<file path="src/absc_pkg.sv">
// Shared types, register map, constants and level functions of the backlight slew block.
package absc_pkg;

    localparam int unsigned SAMPLE_W   = 12;
    localparam int unsigned LEVEL_W    = 8;
    localparam int unsigned PRODUCT_W  = SAMPLE_W + LEVEL_W;
    localparam int unsigned PADDR_W    = 5;
    localparam int unsigned REG_IDX_W  = 3;

    localparam logic [LEVEL_W-1:0]  LCD_SLEW       = 8'd10;
    localparam logic [LEVEL_W-1:0]  BUTTON_SLEW    = 8'd2;
    localparam logic [LEVEL_W-1:0]  LCD_DEADBAND   = 8'd1;
    localparam logic [3:0]          REARM_TICKS    = 4'd12;
    localparam logic [SAMPLE_W-1:0] FULL_DEFAULT   = 12'hC00;

    // Register indexes (byte address = 4 * index)
    localparam logic [REG_IDX_W-1:0] REG_FULL_THR    = 3'd0;
    localparam logic [REG_IDX_W-1:0] REG_AMBIENT_THR = 3'd1;
    localparam logic [REG_IDX_W-1:0] REG_LCD_LOW     = 3'd2;
    localparam logic [REG_IDX_W-1:0] REG_LCD_HIGH    = 3'd3;
    localparam logic [REG_IDX_W-1:0] REG_BUTTON_LOW  = 3'd4;
    localparam logic [REG_IDX_W-1:0] REG_BUTTON_HIGH = 3'd5;

    // Result flag positions in m_tuser
    localparam int unsigned FLAG_LCD_WR    = 0;
    localparam int unsigned FLAG_BUTTON_WR = 1;
    localparam int unsigned FLAG_STOCK     = 2;
    localparam int unsigned FLAG_LCD_ADV   = 3;

    typedef struct packed {
        logic [SAMPLE_W-1:0] full_threshold;
        logic [SAMPLE_W-1:0] ambient_threshold;
        logic [LEVEL_W-1:0]  lcd_low_level;
        logic [LEVEL_W-1:0]  lcd_high_level;
        logic [LEVEL_W-1:0]  button_low_level;
        logic [LEVEL_W-1:0]  button_high_level;
    } cfg_t;

    typedef struct packed {
        logic                start;
        logic [SAMPLE_W-1:0] offset;
        logic [LEVEL_W-1:0]  span;
        logic [SAMPLE_W-1:0] den;
    } div_req_t;

    typedef struct packed {
        logic               done;
        logic [LEVEL_W-1:0] quotient;
    } div_rsp_t;

    typedef struct packed {
        logic               wr;
        logic [LEVEL_W-1:0] level;
    } slew_res_t;

    typedef enum logic [2:0] {
        ST_IDLE,
        ST_LCD_START,
        ST_LCD_WAIT,
        ST_BTN_START,
        ST_BTN_WAIT,
        ST_FINISH
    } state_t;

    // Target level from the region flags and the interpolation quotient.
    function automatic logic [LEVEL_W-1:0] map_level(
        input logic               at_low,
        input logic               at_high,
        input logic [LEVEL_W-1:0] low,
        input logic [LEVEL_W-1:0] high,
        input logic [LEVEL_W-1:0] quotient
    );
        logic [LEVEL_W-1:0] level;
        if (at_low) begin
            level = low;
        end else if (at_high || (high < low)) begin
            level = high;
        end else begin
            level = low + quotient;
        end
        return level;
    endfunction

    // Move cur toward tgt by at most step, never past tgt.
    function automatic slew_res_t slew_step(
        input logic [LEVEL_W-1:0] cur,
        input logic [LEVEL_W-1:0] tgt,
        input logic [LEVEL_W-1:0] step
    );
        slew_res_t res;
        res.wr    = (cur != tgt);
        res.level = tgt;
        if (cur > tgt) begin
            if ((cur - tgt) > step) begin
                res.level = cur - step;
            end
        end else if (cur < tgt) begin
            if ((tgt - cur) > step) begin
                res.level = cur + step;
            end
        end else begin
            res.level = cur;
        end
        return res;
    endfunction

endpackage

</file>
<file path="src/absc_cfg_regs.sv">
// APB register file holding thresholds and brightness limits.
module absc_cfg_regs (
    input  logic                          aclk,
    input  logic                          aresetn,
    input  logic                          psel,
    input  logic                          penable,
    input  logic                          pwrite,
    input  logic [absc_pkg::PADDR_W-1:0]  paddr,
    input  logic [31:0]                   pwdata,
    output logic [31:0]                   prdata,
    output logic                          pready,
    output absc_pkg::cfg_t                cfg
);

    absc_pkg::cfg_t                    cfg_reg;
    logic [absc_pkg::REG_IDX_W-1:0]    reg_idx;
    logic                              wr_en;

    assign reg_idx = paddr[absc_pkg::PADDR_W-1:2];
    assign pready  = 1'b1;
    assign wr_en   = psel && penable && pwrite && pready;
    assign cfg     = cfg_reg;

    always_ff @(posedge aclk) begin
        if (!aresetn) begin
            cfg_reg.full_threshold    <= absc_pkg::FULL_DEFAULT;
            cfg_reg.ambient_threshold <= '0;
            cfg_reg.lcd_low_level     <= '0;
            cfg_reg.lcd_high_level    <= '1;
            cfg_reg.button_low_level  <= '0;
            cfg_reg.button_high_level <= '1;
        end else if (wr_en) begin
            case (reg_idx)
                absc_pkg::REG_FULL_THR:    cfg_reg.full_threshold    <= pwdata[11:0];
                absc_pkg::REG_AMBIENT_THR: cfg_reg.ambient_threshold <= pwdata[11:0];
                absc_pkg::REG_LCD_LOW:     cfg_reg.lcd_low_level     <= pwdata[7:0];
                absc_pkg::REG_LCD_HIGH:    cfg_reg.lcd_high_level    <= pwdata[7:0];
                absc_pkg::REG_BUTTON_LOW:  cfg_reg.button_low_level  <= pwdata[7:0];
                absc_pkg::REG_BUTTON_HIGH: cfg_reg.button_high_level <= pwdata[7:0];
                default: ;
            endcase
        end
    end

    always_comb begin
        prdata = '0;
        case (reg_idx)
            absc_pkg::REG_FULL_THR:    prdata = {20'd0, cfg_reg.full_threshold};
            absc_pkg::REG_AMBIENT_THR: prdata = {20'd0, cfg_reg.ambient_threshold};
            absc_pkg::REG_LCD_LOW:     prdata = {24'd0, cfg_reg.lcd_low_level};
            absc_pkg::REG_LCD_HIGH:    prdata = {24'd0, cfg_reg.lcd_high_level};
            absc_pkg::REG_BUTTON_LOW:  prdata = {24'd0, cfg_reg.button_low_level};
            absc_pkg::REG_BUTTON_HIGH: prdata = {24'd0, cfg_reg.button_high_level};
            default:                   prdata = '0;
        endcase
    end

endmodule

</file>
<file path="src/absc_interp_div.sv">
// Shared multiply and restoring divide unit for the interpolation quotient.
module absc_interp_div (
    input  logic               aclk,
    input  logic               aresetn,
    input  absc_pkg::div_req_t req,
    output absc_pkg::div_rsp_t rsp
);

    localparam int unsigned PW = absc_pkg::PRODUCT_W;
    localparam int unsigned DW = absc_pkg::SAMPLE_W + absc_pkg::LEVEL_W - 1;

    logic [PW-1:0]                  rem_reg;
    logic [DW-1:0]                  dsh_reg;
    logic [absc_pkg::LEVEL_W-1:0]   q_reg;
    logic [2:0]                     cnt_reg;
    logic                           busy_reg;
    logic                           done_reg;
    logic [PW:0]                    diff;
    logic                           borrow;

    // Trial subtract of the shifted divisor; the quotient is known to fit 8 bits.
    assign diff   = {1'b0, rem_reg} - {{(PW + 1 - DW){1'b0}}, dsh_reg};
    assign borrow = diff[PW];

    always_ff @(posedge aclk) begin
        if (!aresetn) begin
            busy_reg <= 1'b0;
            done_reg <= 1'b0;
            cnt_reg  <= '0;
        end else begin
            done_reg <= 1'b0;
            if (req.start) begin
                busy_reg <= 1'b1;
                cnt_reg  <= 3'd7;
            end else if (busy_reg) begin
                cnt_reg <= cnt_reg - 3'd1;
                if (cnt_reg == 3'd0) begin
                    busy_reg <= 1'b0;
                    done_reg <= 1'b1;
                end
            end
        end
    end

    always_ff @(posedge aclk) begin
        if (req.start) begin
            rem_reg <= req.offset * req.span;
            dsh_reg <= {req.den, {(absc_pkg::LEVEL_W - 1){1'b0}}};
            q_reg   <= '0;
        end else if (busy_reg) begin
            if (!borrow) begin
                rem_reg <= diff[PW-1:0];
            end
            q_reg   <= {q_reg[absc_pkg::LEVEL_W-2:0], ~borrow};
            dsh_reg <= dsh_reg >> 1;
        end
    end

    assign rsp.done     = done_reg;
    assign rsp.quotient = q_reg;

endmodule

</file>
<file path="src/ambient_backlight_slew_controller.sv">
// Top level of the ambient backlight slew controller: sequencer, tick update and stream ports.
//
// Usage:
//   One backlight tick enters on the s_ stream: s_tdata carries the filtered
//   ambient sample, s_tuser the three stock transition flags. One result leaves
//   on the m_ stream per tick: the LCD and button levels held after the tick and
//   four flags telling what was written and whether the stock logic owns it.
//   Thresholds and levels are set through the APB port while no tick is in flight.
//
// Sequencing:
//   Each tick maps the sample twice (LCD, then buttons) through one shared
//   multiply and 8-step restoring divider. Each pass has a start step, the divide
//   steps and a done step; a finish step then loads the output register behind m_tvalid.
//   s_tready is high only while the sequencer is idle, so ticks are not overlapped.
//
// Reset and stall:
//   aresetn (synchronous, active low) clears the held levels, the reassert
//   counter and both handshakes, and loads the register defaults. When the
//   receiver stalls, the result holds in the output register and the next tick
//   may be taken; its update waits in the finish step until the output frees.
module ambient_backlight_slew_controller (
    input  logic                         aclk,
    input  logic                         aresetn,
    // s_tdata: [11:0] ambient_sample, [15:12] zero
    input  logic [15:0]                  s_tdata,
    // s_tuser: [0] transition_active, [1] lcd_pending, [2] button_pending
    input  logic [2:0]                   s_tuser,
    input  logic                         s_tvalid,
    output logic                         s_tready,
    // m_tdata: [7:0] lcd_level, [15:8] button_level
    output logic [15:0]                  m_tdata,
    // m_tuser: [0] lcd_written, [1] button_written, [2] stock_runs, [3] lcd_stock_step
    output logic [3:0]                   m_tuser,
    output logic                         m_tvalid,
    input  logic                         m_tready,
    input  logic                         psel,
    input  logic                         penable,
    input  logic                         pwrite,
    input  logic [absc_pkg::PADDR_W-1:0] paddr,
    input  logic [31:0]                  pwdata,
    output logic [31:0]                  prdata,
    output logic                         pready
);

    localparam int unsigned LW = absc_pkg::LEVEL_W;

    absc_pkg::cfg_t     cfg;
    absc_pkg::div_req_t div_req;
    absc_pkg::div_rsp_t div_rsp;
    absc_pkg::state_t   state_reg, state_next;

    logic [absc_pkg::SAMPLE_W-1:0] sample_reg;
    logic                          trans_reg, lpend_reg, bpend_reg;
    logic [LW-1:0]                 lcd_tgt_reg, lcd_tgt_next;
    logic [LW-1:0]                 btn_tgt_reg, btn_tgt_next;
    logic [LW-1:0]                 lcd_cur_reg, lcd_cur_next;
    logic [LW-1:0]                 btn_cur_reg, btn_cur_next;
    logic [3:0]                    reassert_reg, reassert_next;
    logic                          m_tvalid_reg, m_tvalid_next;
    logic [15:0]                   m_tdata_reg, m_tdata_next;
    logic [3:0]                    m_tuser_reg, m_tuser_next;

    logic                          s_xfer, commit;
    logic                          at_low, at_high, use_lcd;
    logic [LW-1:0]                 ch_low, ch_high, mapped;
    logic [3:0]                    ra;
    logic [LW-1:0]                 lcd_delta, lcd_adj, btn_base;
    logic                          lcd_hold;
    absc_pkg::slew_res_t           lcd_sl, btn_sl;
    logic                          lcd_wr, btn_wr, stock, lcd_adv;

    absc_cfg_regs u_cfg (
        .aclk    (aclk),
        .aresetn (aresetn),
        .psel    (psel),
        .penable (penable),
        .pwrite  (pwrite),
        .paddr   (paddr),
        .pwdata  (pwdata),
        .prdata  (prdata),
        .pready  (pready),
        .cfg     (cfg)
    );

    absc_interp_div u_div (
        .aclk    (aclk),
        .aresetn (aresetn),
        .req     (div_req),
        .rsp     (div_rsp)
    );

    assign s_tready = (state_reg == absc_pkg::ST_IDLE);
    assign s_xfer   = s_tvalid && s_tready;
    assign m_tvalid = m_tvalid_reg;
    assign m_tdata  = m_tdata_reg;
    assign m_tuser  = m_tuser_reg;

    // Region of the sample relative to the thresholds, shared by both channels.
    assign at_low  = (sample_reg <= cfg.ambient_threshold);
    assign at_high = (cfg.ambient_threshold >= cfg.full_threshold) ||
                     (sample_reg >= cfg.full_threshold);

    // Pick the channel being mapped from the sequencer state.
    assign use_lcd = (state_reg == absc_pkg::ST_LCD_START) ||
                     (state_reg == absc_pkg::ST_LCD_WAIT);
    assign ch_low  = use_lcd ? cfg.lcd_low_level  : cfg.button_low_level;
    assign ch_high = use_lcd ? cfg.lcd_high_level : cfg.button_high_level;
    assign mapped  = absc_pkg::map_level(at_low, at_high, ch_low, ch_high, div_rsp.quotient);

    always_comb begin
        div_req.start  = (state_reg == absc_pkg::ST_LCD_START) ||
                         (state_reg == absc_pkg::ST_BTN_START);
        div_req.offset = sample_reg - cfg.ambient_threshold;
        // Zero span when levels are inverted; that case maps to the low or the high level anyway.
        div_req.span   = (ch_high >= ch_low) ? (ch_high - ch_low) : '0;
        div_req.den    = cfg.full_threshold - cfg.ambient_threshold;
    end

    // LCD slew with deadband around targets that are not the end levels, and button slew.
    always_comb begin
        lcd_delta = (lcd_cur_reg > lcd_tgt_reg) ? (lcd_cur_reg - lcd_tgt_reg)
                                                : (lcd_tgt_reg - lcd_cur_reg);
        lcd_hold  = 1'b0;
        lcd_adj   = lcd_tgt_reg;
        if ((lcd_tgt_reg != cfg.lcd_low_level) && (lcd_tgt_reg != cfg.lcd_high_level)) begin
            if (lcd_delta <= absc_pkg::LCD_DEADBAND) begin
                lcd_hold = 1'b1;
            end else if (lcd_cur_reg < lcd_tgt_reg) begin
                lcd_adj = lcd_tgt_reg - absc_pkg::LCD_DEADBAND;
            end else begin
                lcd_adj = lcd_tgt_reg + absc_pkg::LCD_DEADBAND;
            end
        end
        lcd_sl   = absc_pkg::slew_step(lcd_cur_reg, lcd_adj, absc_pkg::LCD_SLEW);
        btn_base = bpend_reg ? btn_tgt_reg : btn_cur_reg;
        btn_sl   = absc_pkg::slew_step(btn_base, btn_tgt_reg, absc_pkg::BUTTON_SLEW);
    end

    // Tick update, applied in the finish step.
    always_comb begin
        ra           = (reassert_reg > absc_pkg::REARM_TICKS) ? 4'd0 : reassert_reg;
        lcd_cur_next = lcd_cur_reg;
        btn_cur_next = btn_cur_reg;
        reassert_next = reassert_reg;
        lcd_wr   = 1'b0;
        btn_wr   = 1'b0;
        stock    = 1'b0;
        lcd_adv  = 1'b0;
        if (trans_reg) begin
            reassert_next = absc_pkg::REARM_TICKS;
            stock         = 1'b1;
        end else if (cfg.full_threshold == '0) begin
            stock = 1'b1;
        end else begin
            reassert_next = ra;
            if (bpend_reg) begin
                btn_cur_next = btn_tgt_reg;
                btn_wr       = 1'b1;
            end
            if (lpend_reg) begin
                lcd_adv = 1'b1;
            end else if (ra != 4'd0) begin
                lcd_cur_next  = lcd_tgt_reg;
                btn_cur_next  = btn_tgt_reg;
                lcd_wr        = 1'b1;
                btn_wr        = 1'b1;
                reassert_next = ra - 4'd1;
            end else begin
                if (!lcd_hold) begin
                    lcd_cur_next = lcd_sl.level;
                    lcd_wr       = lcd_sl.wr;
                end
                btn_cur_next = btn_sl.level;
                btn_wr       = btn_wr || btn_sl.wr;
            end
        end
    end

    // Sequencer: next state, target capture and output register loading.
    always_comb begin
        state_next    = state_reg;
        lcd_tgt_next  = lcd_tgt_reg;
        btn_tgt_next  = btn_tgt_reg;
        commit        = 1'b0;
        m_tdata_next  = m_tdata_reg;
        m_tuser_next  = m_tuser_reg;
        case (state_reg)
            absc_pkg::ST_IDLE: begin
                if (s_xfer) begin
                    state_next = absc_pkg::ST_LCD_START;
                end
            end
            absc_pkg::ST_LCD_START: state_next = absc_pkg::ST_LCD_WAIT;
            absc_pkg::ST_LCD_WAIT: begin
                if (div_rsp.done) begin
                    lcd_tgt_next = mapped;
                    state_next   = absc_pkg::ST_BTN_START;
                end
            end
            absc_pkg::ST_BTN_START: state_next = absc_pkg::ST_BTN_WAIT;
            absc_pkg::ST_BTN_WAIT: begin
                if (div_rsp.done) begin
                    btn_tgt_next = mapped;
                    state_next   = absc_pkg::ST_FINISH;
                end
            end
            absc_pkg::ST_FINISH: begin
                // Hold until the output register is free.
                if (!m_tvalid_reg || m_tready) begin
                    commit       = 1'b1;
                    m_tdata_next = {btn_cur_next, lcd_cur_next};
                    m_tuser_next = {lcd_adv, stock, btn_wr, lcd_wr};
                    state_next   = absc_pkg::ST_IDLE;
                end
            end
            default: state_next = absc_pkg::ST_IDLE;
        endcase
        m_tvalid_next = commit || (m_tvalid_reg && !m_tready);
    end

    always_ff @(posedge aclk) begin
        if (!aresetn) begin
            state_reg    <= absc_pkg::ST_IDLE;
            m_tvalid_reg <= 1'b0;
            lcd_cur_reg  <= '0;
            btn_cur_reg  <= '0;
            reassert_reg <= '0;
        end else begin
            state_reg    <= state_next;
            m_tvalid_reg <= m_tvalid_next;
            if (commit) begin
                lcd_cur_reg  <= lcd_cur_next;
                btn_cur_reg  <= btn_cur_next;
                reassert_reg <= reassert_next;
            end
        end
    end

    always_ff @(posedge aclk) begin
        if (s_xfer) begin
            sample_reg <= s_tdata[absc_pkg::SAMPLE_W-1:0];
            trans_reg  <= s_tuser[0];
            lpend_reg  <= s_tuser[1];
            bpend_reg  <= s_tuser[2];
        end
        lcd_tgt_reg <= lcd_tgt_next;
        btn_tgt_reg <= btn_tgt_next;
        m_tdata_reg <= m_tdata_next;
        m_tuser_reg <= m_tuser_next;
    end

    // One tick in flight: an input transfer closes the input side.
    a_single_tick: assert property (@(posedge aclk) disable iff (!aresetn)
        s_xfer |=> !s_tready)
        else $error("input accepted while a tick is in flight");

    // The reassert counter never leaves its window once updated.
    a_reassert_range: assert property (@(posedge aclk) disable iff (!aresetn)
        reassert_reg <= absc_pkg::REARM_TICKS)
        else $error("reassert counter out of range");

    // Divider results arrive only while the sequencer waits for them.
    a_div_done_state: assert property (@(posedge aclk) disable iff (!aresetn)
        div_rsp.done |-> (state_reg == absc_pkg::ST_LCD_WAIT ||
                          state_reg == absc_pkg::ST_BTN_WAIT))
        else $error("divider done outside a wait step");

    // A stock tick writes nothing.
    a_stock_no_write: assert property (@(posedge aclk) disable iff (!aresetn)
        (m_tvalid_reg && m_tuser_reg[absc_pkg::FLAG_STOCK]) |->
        !(m_tuser_reg[absc_pkg::FLAG_LCD_WR] || m_tuser_reg[absc_pkg::FLAG_BUTTON_WR] ||
          m_tuser_reg[absc_pkg::FLAG_LCD_ADV]))
        else $error("stock tick reports a write");

    // A new result is only loaded when the previous one was taken or absent.
    a_no_overwrite: assert property (@(posedge aclk) disable iff (!aresetn)
        commit |-> (!m_tvalid_reg || m_tready))
        else $error("result overwritten before transfer");

endmodule

</file>
<file path="config.mk">
export PLATFORM = sky130hd
export DESIGN_NAME = ambient_backlight_slew_controller
export DESIGN_NICKNAME = d
export VERILOG_FILES = /design/src/absc_pkg.sv /design/src/absc_cfg_regs.sv /design/src/absc_interp_div.sv /design/src/ambient_backlight_slew_controller.sv
export SDC_FILE = /design/constraint.sdc
export NUM_CORES = 1
export LEC_CHECK = 0
export BUFFER_PORTS_ARGS = -buffer_cell sky130_fd_sc_hd__buf_2
export CORE_MARGIN = 10
export CORE_UTILIZATION = 60
export CTS_CLUSTER_SIZE = 25
export DETAILED_ROUTE_END_ITERATION = 10
export GPL_TIMING_DRIVEN = 0
export PLACE_DENSITY_LB_ADDON = 0.05
export SLEW_MARGIN = 15
export SYNTH_ARGS = -nofsm -noshare
export SYNTH_HDL_FRONTEND = slang
export SYNTH_SLANG_ARGS = --single-unit
</file>
<file path="constraint.sdc">
create_clock -name aclk -period 9.55 [get_ports aclk]
set_clock_uncertainty 0.2 [all_clocks]
set_input_delay 0 -clock aclk [delete_from_list [all_inputs] [get_ports aclk]]
set_output_delay 0 -clock aclk [all_outputs]
set_load 0.02 [all_outputs]
</file>
==> flow_metrics.py, run 1 <==
metrics = {
    "status": {
        "status": "finished clean",
    },
    "logic_synthesis": {
        "synth_top_flop_cell": "dfxtp_1",
        "synthArstFlopShare_pct": 0,
        "synth_xor_area_share_pct": 5.440,
        "yosysWarnings": 0,
        "syn_area_um2": 17390,
        "yosysSeqAreaShare_pct": 25.85,
        "synth_top_cell_area_share_pct": 14.33,
        "muxShareOfSynthArea_pct": 7.512,
        "ys_types": 82,
        "syn_area_per_cell_um2": 8.515,
        "ys_top_cells_by_area": "edfxtp_1 (14%), ha_1 (12%), dfxtp_1 (12%)",
        "yosys.area_share.simple_pct": 16.28,
        "synth_edf_count": 83,
        "synthCells": 2042,
        "synth_top_family_by_area": "adder cells",
        "ys_ff_latch": 183,
        "synth.largest_area_cell": "edfxtp_1",
        "synthAdderAreaFrac_pct": 20.19,
        "synth-compound-area-share_pct": 16.76,
    },
    "grt": {
        "grt.overflow.total": 0,
        "grt_use_total_pct": 26.51,
        "antenna_found_initial": 0,
        "grt_pass1_vias": 14675,
        "grt_pass1_wl_um": 77750,
        "grt_max_degree": 30,
    },
    "sta": {
        "period_share_pct": 94.86,
        "finalHoldViolCount": 0,
        "slew-limit-headroom_pct": 24.15,
        "slew_violations": 0,
        "setup-violations-final": 0,
        "tightest_slew_ns": 1.129,
        "holdWs_ns": 0.04903,
        "max_freq_ghz": 0.1104,
        "fin_ws_ns": 0.4912,
        "fin_crit_ns": 9.059,
    },
    "job": {
        "maxCapViolations": 0,
    },
    "clocking": {
        "cts.clk_slew.worst_paths_ns": 0.08,
        "cts_tree": "done",
        "cts_max_level": 4,
        "cts_root_buf": "clkbuf_16",
        "clk_path_buf_depth": 2,
        "clock_latency_ns": 0.45,
        "cts_setup_buffers": 0,
        "cts.sinks": 183,
        "cts_buffers": 17,
    },
    "worst_setup_path": {
        "crit_arrival_ns": 9.05,
        "cp_num_buf_inv": 6,
        "critical_path.max_fanout": 10,
        "end_kind": "flip-flop",
        "crit_required_ns": 9.54,
        "critical_path.max_stage_delay_ns": 0.55,
        "worst_path_max_delay_cell": "fa_1",
        "r2r_cells": 35,
        "crit_cells": 35,
        "cpMostUsedCell": "fa_1",
        "criticalPathCategory": "reg2reg",
        "cpLargestDelayFamily": "adder cells",
        "crit_path_start_kind": "flip-flop",
    },
    "routing": {
        "num_vias": 15222,
        "final_antenna_net_count": 0,
        "wl_per_cell_um": 18.91,
        "via_per_inst": 5.893,
        "post-route-drc-count": 0,
        "wl_um": 48850,
        "dr.pass1.iters": 5,
        "drtIter0Drc": 1319,
    },
    "layout": {
        "layout_commonest_cell": "inv_1",
        "diodes": 0,
        "nets": 2487,
        "largest_register_ffs": 56,
        "seq_area_um2": 4496,
        "final_cell_mix": "inv_1 (240), nand2_1 (177), nor2_1 (169)",
        "multi_input_area_um2": 11610,
        "fin_area_um2": 19330,
        "fillers": 2414,
        "drive_above_1_share_pct": 8.458,
        "syn2layout_area_growth_pct": 11.15,
    },
    "placement": {
        "placed_area_um2": 18290,
        "numPortBuffers": 69,
        "routabilityCongestion": 0.9595,
        "place.detailed.hpwl_um": 37920,
        "dp_slack_ns": -0.6184,
    },
    "die": {
        "die_area_um2": 36190,
        "ios": 118,
        "die_x_um": 190.2,
        "rows": 62,
        "core_um2": 28630,
        "start_util_pct": 60.74,
        "die_y_um": 190.2,
    },
    "worst_hold_path": {
        "whs_path_depth": 2,
        "hold_path_class": "in2reg",
    },
    "power": {
        "clock_power_share_pct": 15.3,
        "p_comb_share_pct": 65.2,
        "seq_power_share_pct": 19.5,
        "vdd_ir_drop_max_mv": 0.3816,
        "swShare_pct": 44.52,
        "power_leakage_nw": 8.425,
        "p_int_mw": 2.733,
        "powerDensity_nw_per_um2": 254.8,
        "switchingPower_mw": 2.192,
    },
}
[area by class of cell]
cell class	count	share of cell area, %
clock inverter	15	1.036
sequential	183	23.26
tap	384	2.486
clock buffer	17	2.201
timing repair buffer	108	3.807
buffer	94	2.421
inverter	242	4.700
multi-input combinational	1540	60.09
[worst paths after layout]
path                       endpoint           start  slack, ns
hold reg to reg      btn_cur_reg[5]  btn_cur_reg[5]       0.30
setup reg to reg  u_div.rem_reg[19]    state_reg[1]       0.49
hold / removal        sample_reg[0]      s_tdata[0]       0.05
setup / recovery  u_div.rem_reg[19]    state_reg[1]       0.49
[what timing repair did]
action                                  CTS  global route
gates cloned                              0             0
endpoints found under the setup margin    6             5
endpoints found under the hold margin    99             0
hold buffers                             39             0
gates resized for setup                   4            11
[synthesized netlist by cell type, types with 4 or more instances]
master and instances:
xnor2_1 62, a221oi_1 10, a31o_2 6, nor2_1 171
nand2_1 180, buf_1 7, nand4_1 16, a211o_1 4
a22oi_1 10, buf_4 24, o31ai_1 20, nor3b_1 6
nand3_1 45, nand2b_1 23, nand3b_1 4, a21boi_0 31
mux2i_1 108, and3_1 11, a211oi_1 9, or3_1 11
a21o_1 44, or2_2 11, nor4_1 17, ha_1 167
dfxtp_1 100, clkbuf_1 60, and2_1 13, xor2_1 46
fa_1 71, a21oi_1 112, o22ai_1 13, o211ai_1 10
inv_1 240, nor2b_1 53, edfxtp_1 83, a32oi_1 5
o21bai_1 16, o31a_1 5, a221o_1 4, o21ai_0 87
nor3_1 32, o21a_1 9, a31oi_1 14, mux2_2 18
[power groups by stage]
stage / registers [mW] / clock network [mW] / logic (mW)
floorplan: 0.965 / 0 / 2.54
global placement: 0.974 / 0 / 3.09
detailed placement: 0.976 / 0 / 3.17
CTS: 0.959 / 0.754 / 3.21
global route: 0.967 / 0.788 / 3.65
finish: 0.962 / 0.753 / 3.21
[worst reg2reg max path, delay by kind of cell (launching register included)]
family | cells | cell delay (ns)
adder cells (fa/ha/maj) | 7 | 3.02
AO/OA/AOI/OAI | 13 | 2.54
multiplexers | 2 | 0.47
buffers and inverters | 6 | 0.77
XOR/XNOR | 2 | 0.31
AND/OR/NAND/NOR | 5 | 1.03
flip-flops | 1 | 0.48
[layer usage]
metal / vias to the layer above / wire length (um) / GRT usage, %
met5: - / 0 / 0
met1: 7245 / 20870 / 33.90
met2: 571 / 23650 / 45.64
met3: 101 / 2917 / 3.347
met4: 0 / 1404 / 8.389
li1: 7305 / - / -
[metrics by stage]
step / power [mW] / std cells / util, % / setup TNS [ns]
after floorplan: 3.506 / 2061 / - / 0
after global placement: 4.064 / 2514 / 63.88 / -1.620
after detailed placement: 4.151 / 2514 / 63.88 / -1.810
after CTS: 4.920 / 2585 / 67.46 / 0
after global routing: 5.411 / 2583 / 67.51 / -0.04132
final: 4.925 / 2583 / 67.51 / 0
[kinds of logic after synthesis]
group / Yosys count
other: 2
AOI/OAI and AO/OA: 443
xor gates and xnor gates: 108
buffers and inverters: 338
muxes: 127
and+or+nand+nor: 603
DFF: 183
adders and majority gates: 238
Power figures use the tool's default switching activity.
==> inputs of run 2 (changes only) <==
--- a/config.mk
+++ b/config.mk
@@ -5,6 +5,7 @@
 export SDC_FILE = /design/constraint.sdc
 export NUM_CORES = 1
 export LEC_CHECK = 0
+export ABC_AREA = 1
 export BUFFER_PORTS_ARGS = -buffer_cell sky130_fd_sc_hd__buf_2
 export CORE_MARGIN = 10
 export CORE_UTILIZATION = 60
==> run 2 against run 1 <==
Net effect: synthesized cell count is 14% higher; setup slack improved by 0.16 ns; via count up 6.1%; area after synthesis fell by 1.9%; sequential share of layout area is 0.46 points higher; cell area down 2.0%; non-clock buffer count fell by 26; critical path depth up 6; maximum frequency rose by 1.8%; worst hold slack worse by 0.018 ns; critical endpoint is now u_div.rem_reg[18].
==> flow_metrics.py, run 2 <==
metrics = {
    "logic_synthesis": {
        "synthCells": 2318,
        "yosysSeqAreaShare_pct": 26.35,
        "syn_area_um2": 17060,
        "synthTopCellsByCount": "inv_1 (431), nand2_1 (404), o21ai_0 (193)",
        "syn_area_per_cell_um2": 7.358,
        "synth_top_cell_area_share_pct": 14.61,
        "synth.largest_area_cell": "edfxtp_1",
        "synthArstFlopShare_pct": 0,
        "synth_top_flop_cell": "dfxtp_1",
        "post-synth-top-count-cell": "inv_1",
        "synth_edf_count": 83,
        "yosysWarnings": 0,
        "ys_types": 57,
        "ys_ff_latch": 183,
        "ys_top_cells_by_area": "edfxtp_1 (15%), ha_1 (12%), dfxtp_1 (12%)",
    },
    "layout": {
        "layout_commonest_cell": "inv_1",
        "nets": 2764,
        "final_cell_mix": "inv_1 (431), nand2_1 (404), o21ai_0 (192)",
        "largest_register_ffs": 56,
        "syn2layout_area_growth_pct": 11.08,
        "fin_area_um2": 18950,
        "drive_above_1_share_pct": 7.916,
        "final_cells": 2855,
    },
    "clocking": {
        "cts.sinks": 183,
        "cts_tree": "done",
        "cts_max_level": 4,
        "cts.clk_slew.worst_paths_ns": 0.08,
        "clk_path_buf_depth": 2,
        "cts_root_buf": "clkbuf_16",
        "cts_buffers": 17,
        "clock_latency_ns": 0.46,
    },
    "worst_setup_path": {
        "crit_path_start_kind": "flip-flop",
        "crit_arrival_ns": 8.89,
        "crit_required_ns": 9.54,
        "cpMostUsedCell": "inv_1",
        "critPathLaunch": "state_reg[2]",
        "critical_path.max_stage_delay_ns": 0.59,
        "critical_path.max_fanout": 10,
        "criticalPathCategory": "reg2reg",
        "crit-reg2reg-launch": "state_reg[2]",
        "end_kind": "flip-flop",
        "worst_path_max_delay_cell": "fa_1",
    },
    "sta": {
        "fin_crit_ns": 8.900,
        "slew-limit-headroom_pct": 30.62,
        "finalHoldViolCount": 0,
        "max_freq_ghz": 0.1124,
        "setup-violations-final": 0,
        "finalSetupTns_ns": 0,
        "slew_violations": 0,
        "tightest_slew_ns": 1.033,
        "period_share_pct": 93.19,
    },
    "routing": {
        "num_vias": 16155,
        "wl_um": 48850,
        "post-route-drc-count": 0,
        "via_per_inst": 5.658,
        "dr.pass1.iters": 6,
        "drtIter0Drc": 1324,
        "wl_per_cell_um": 17.11,
        "final_antenna_net_count": 0,
    },
    "die": {
        "ios": 118,
        "die_area_um2": 35570,
        "core_um2": 27930,
        "die_x_um": 188.6,
        "die_y_um": 188.6,
        "rows": 61,
        "start_util_pct": 61.06,
    },
    "grt": {
        "grt.overflow.total": 0,
        "antenna_found_initial": 1,
        "grt_pass1_vias": 15748,
        "grt_pass1_wl_um": 78690,
        "grt_max_degree": 30,
        "grt_use_total_pct": 27.04,
    },
    "placement": {
        "placed_area_um2": 17980,
        "routabilityCongestion": 0.9716,
        "place.detailed.hpwl_um": 38740,
        "dp.cells": 2786,
        "numPortBuffers": 69,
    },
    "job": {
        "maxCapViolations": 0,
    },
    "worst_hold_path": {
        "hold_path_class": "in2reg",
        "holdCritStartpoint": "paddr[2]",
    },
    "status": {
        "status": "finished clean",
    },
}
## run 2: final cells by class
type	instances	area (um2)
Antenna cell	1	2.502
Buffer	69	352.8
Clock buffer	18	450.4
Clock inverter	14	131.4
Fill cell	2442	8989
Inverter	439	1648
Multi-Input combinational cell	1646	10670
Sequential cell	183	4494
Tap cell	378	473.0
Timing Repair Buffer	107	728.2
## run 2: timing repair
| item | CTS | global route |
|---|---|---|
| hold buffers | 36 | 0 |
| resized for setup | 0 | 9 |
| buffers inserted | 0 | 0 |
| endpoints found under the setup margin | 0 | 3 |
| endpoints found under the hold margin | 95 | 0 |
## run 2: routing by layer
metal / GRT usage [%] / vias to the layer above / routed length [um]
li1: - / 7893 / -
met1: 31.86 / 7510 / 20080
met2: 46.39 / 609 / 23380
met3: 4.321 / 143 / 3001
met4: 14.38 / 0 / 2389
met5: 0 / - / 0
## run 2: path summary, 6_finish.rpt
| kind | endpoint | cells past startpoint | slack [ns] |
|---|---|---|---|
| setup / recovery | u_div.rem_reg[18] | 41 | 0.65 |
| hold / removal | u_cfg.cfg[8] | 6 | 0.03 |
| setup reg to reg | u_div.rem_reg[18] | 41 | 0.65 |
| hold reg to reg | u_cfg.cfg[9] | 2 | 0.28 |
## run 2: logic make-up after synthesis
family	Yosys count	share of synthesized area (%)
muxes	1	0.05869
and+or+nand+nor	766	19.19
adders and majority gates	238	20.58
DFF	183	26.35
AOI/OAI and AO/OA	541	18.02
xor gates and xnor gates	79	4.057
other	2	0.04403
buffers and inverters	508	11.70
## run 2: worst max-delay path: cells and delay by family, from the launching register on
family                   cells  cell delay, ns
AO/OA/AOI/OAI               15            2.93
AND/OR/NAND/NOR             10            1.13
adder cells (fa/ha/maj)      7            3.13
buffers and inverters        9            0.88
flip-flops                   1            0.38
## run 2: stage by stage
step / setup slack, ns / hold WS (ns) / util [%]
floorplan: 1.870 / -0.1011 / -
global placement: 0.6486 / -0.02390 / 64.24
detailed placement: 0.5226 / -0.02125 / 64.36
CTS: 0.4827 / 0.01401 / 67.73
global route: -0.03441 / 0.05550 / 67.82
finish: 0.6504 / 0.03097 / 67.82
Power of run 2 is not shown: default switching activity piles up to over one toggle a cycle in this logic, so the estimate is an artifact.
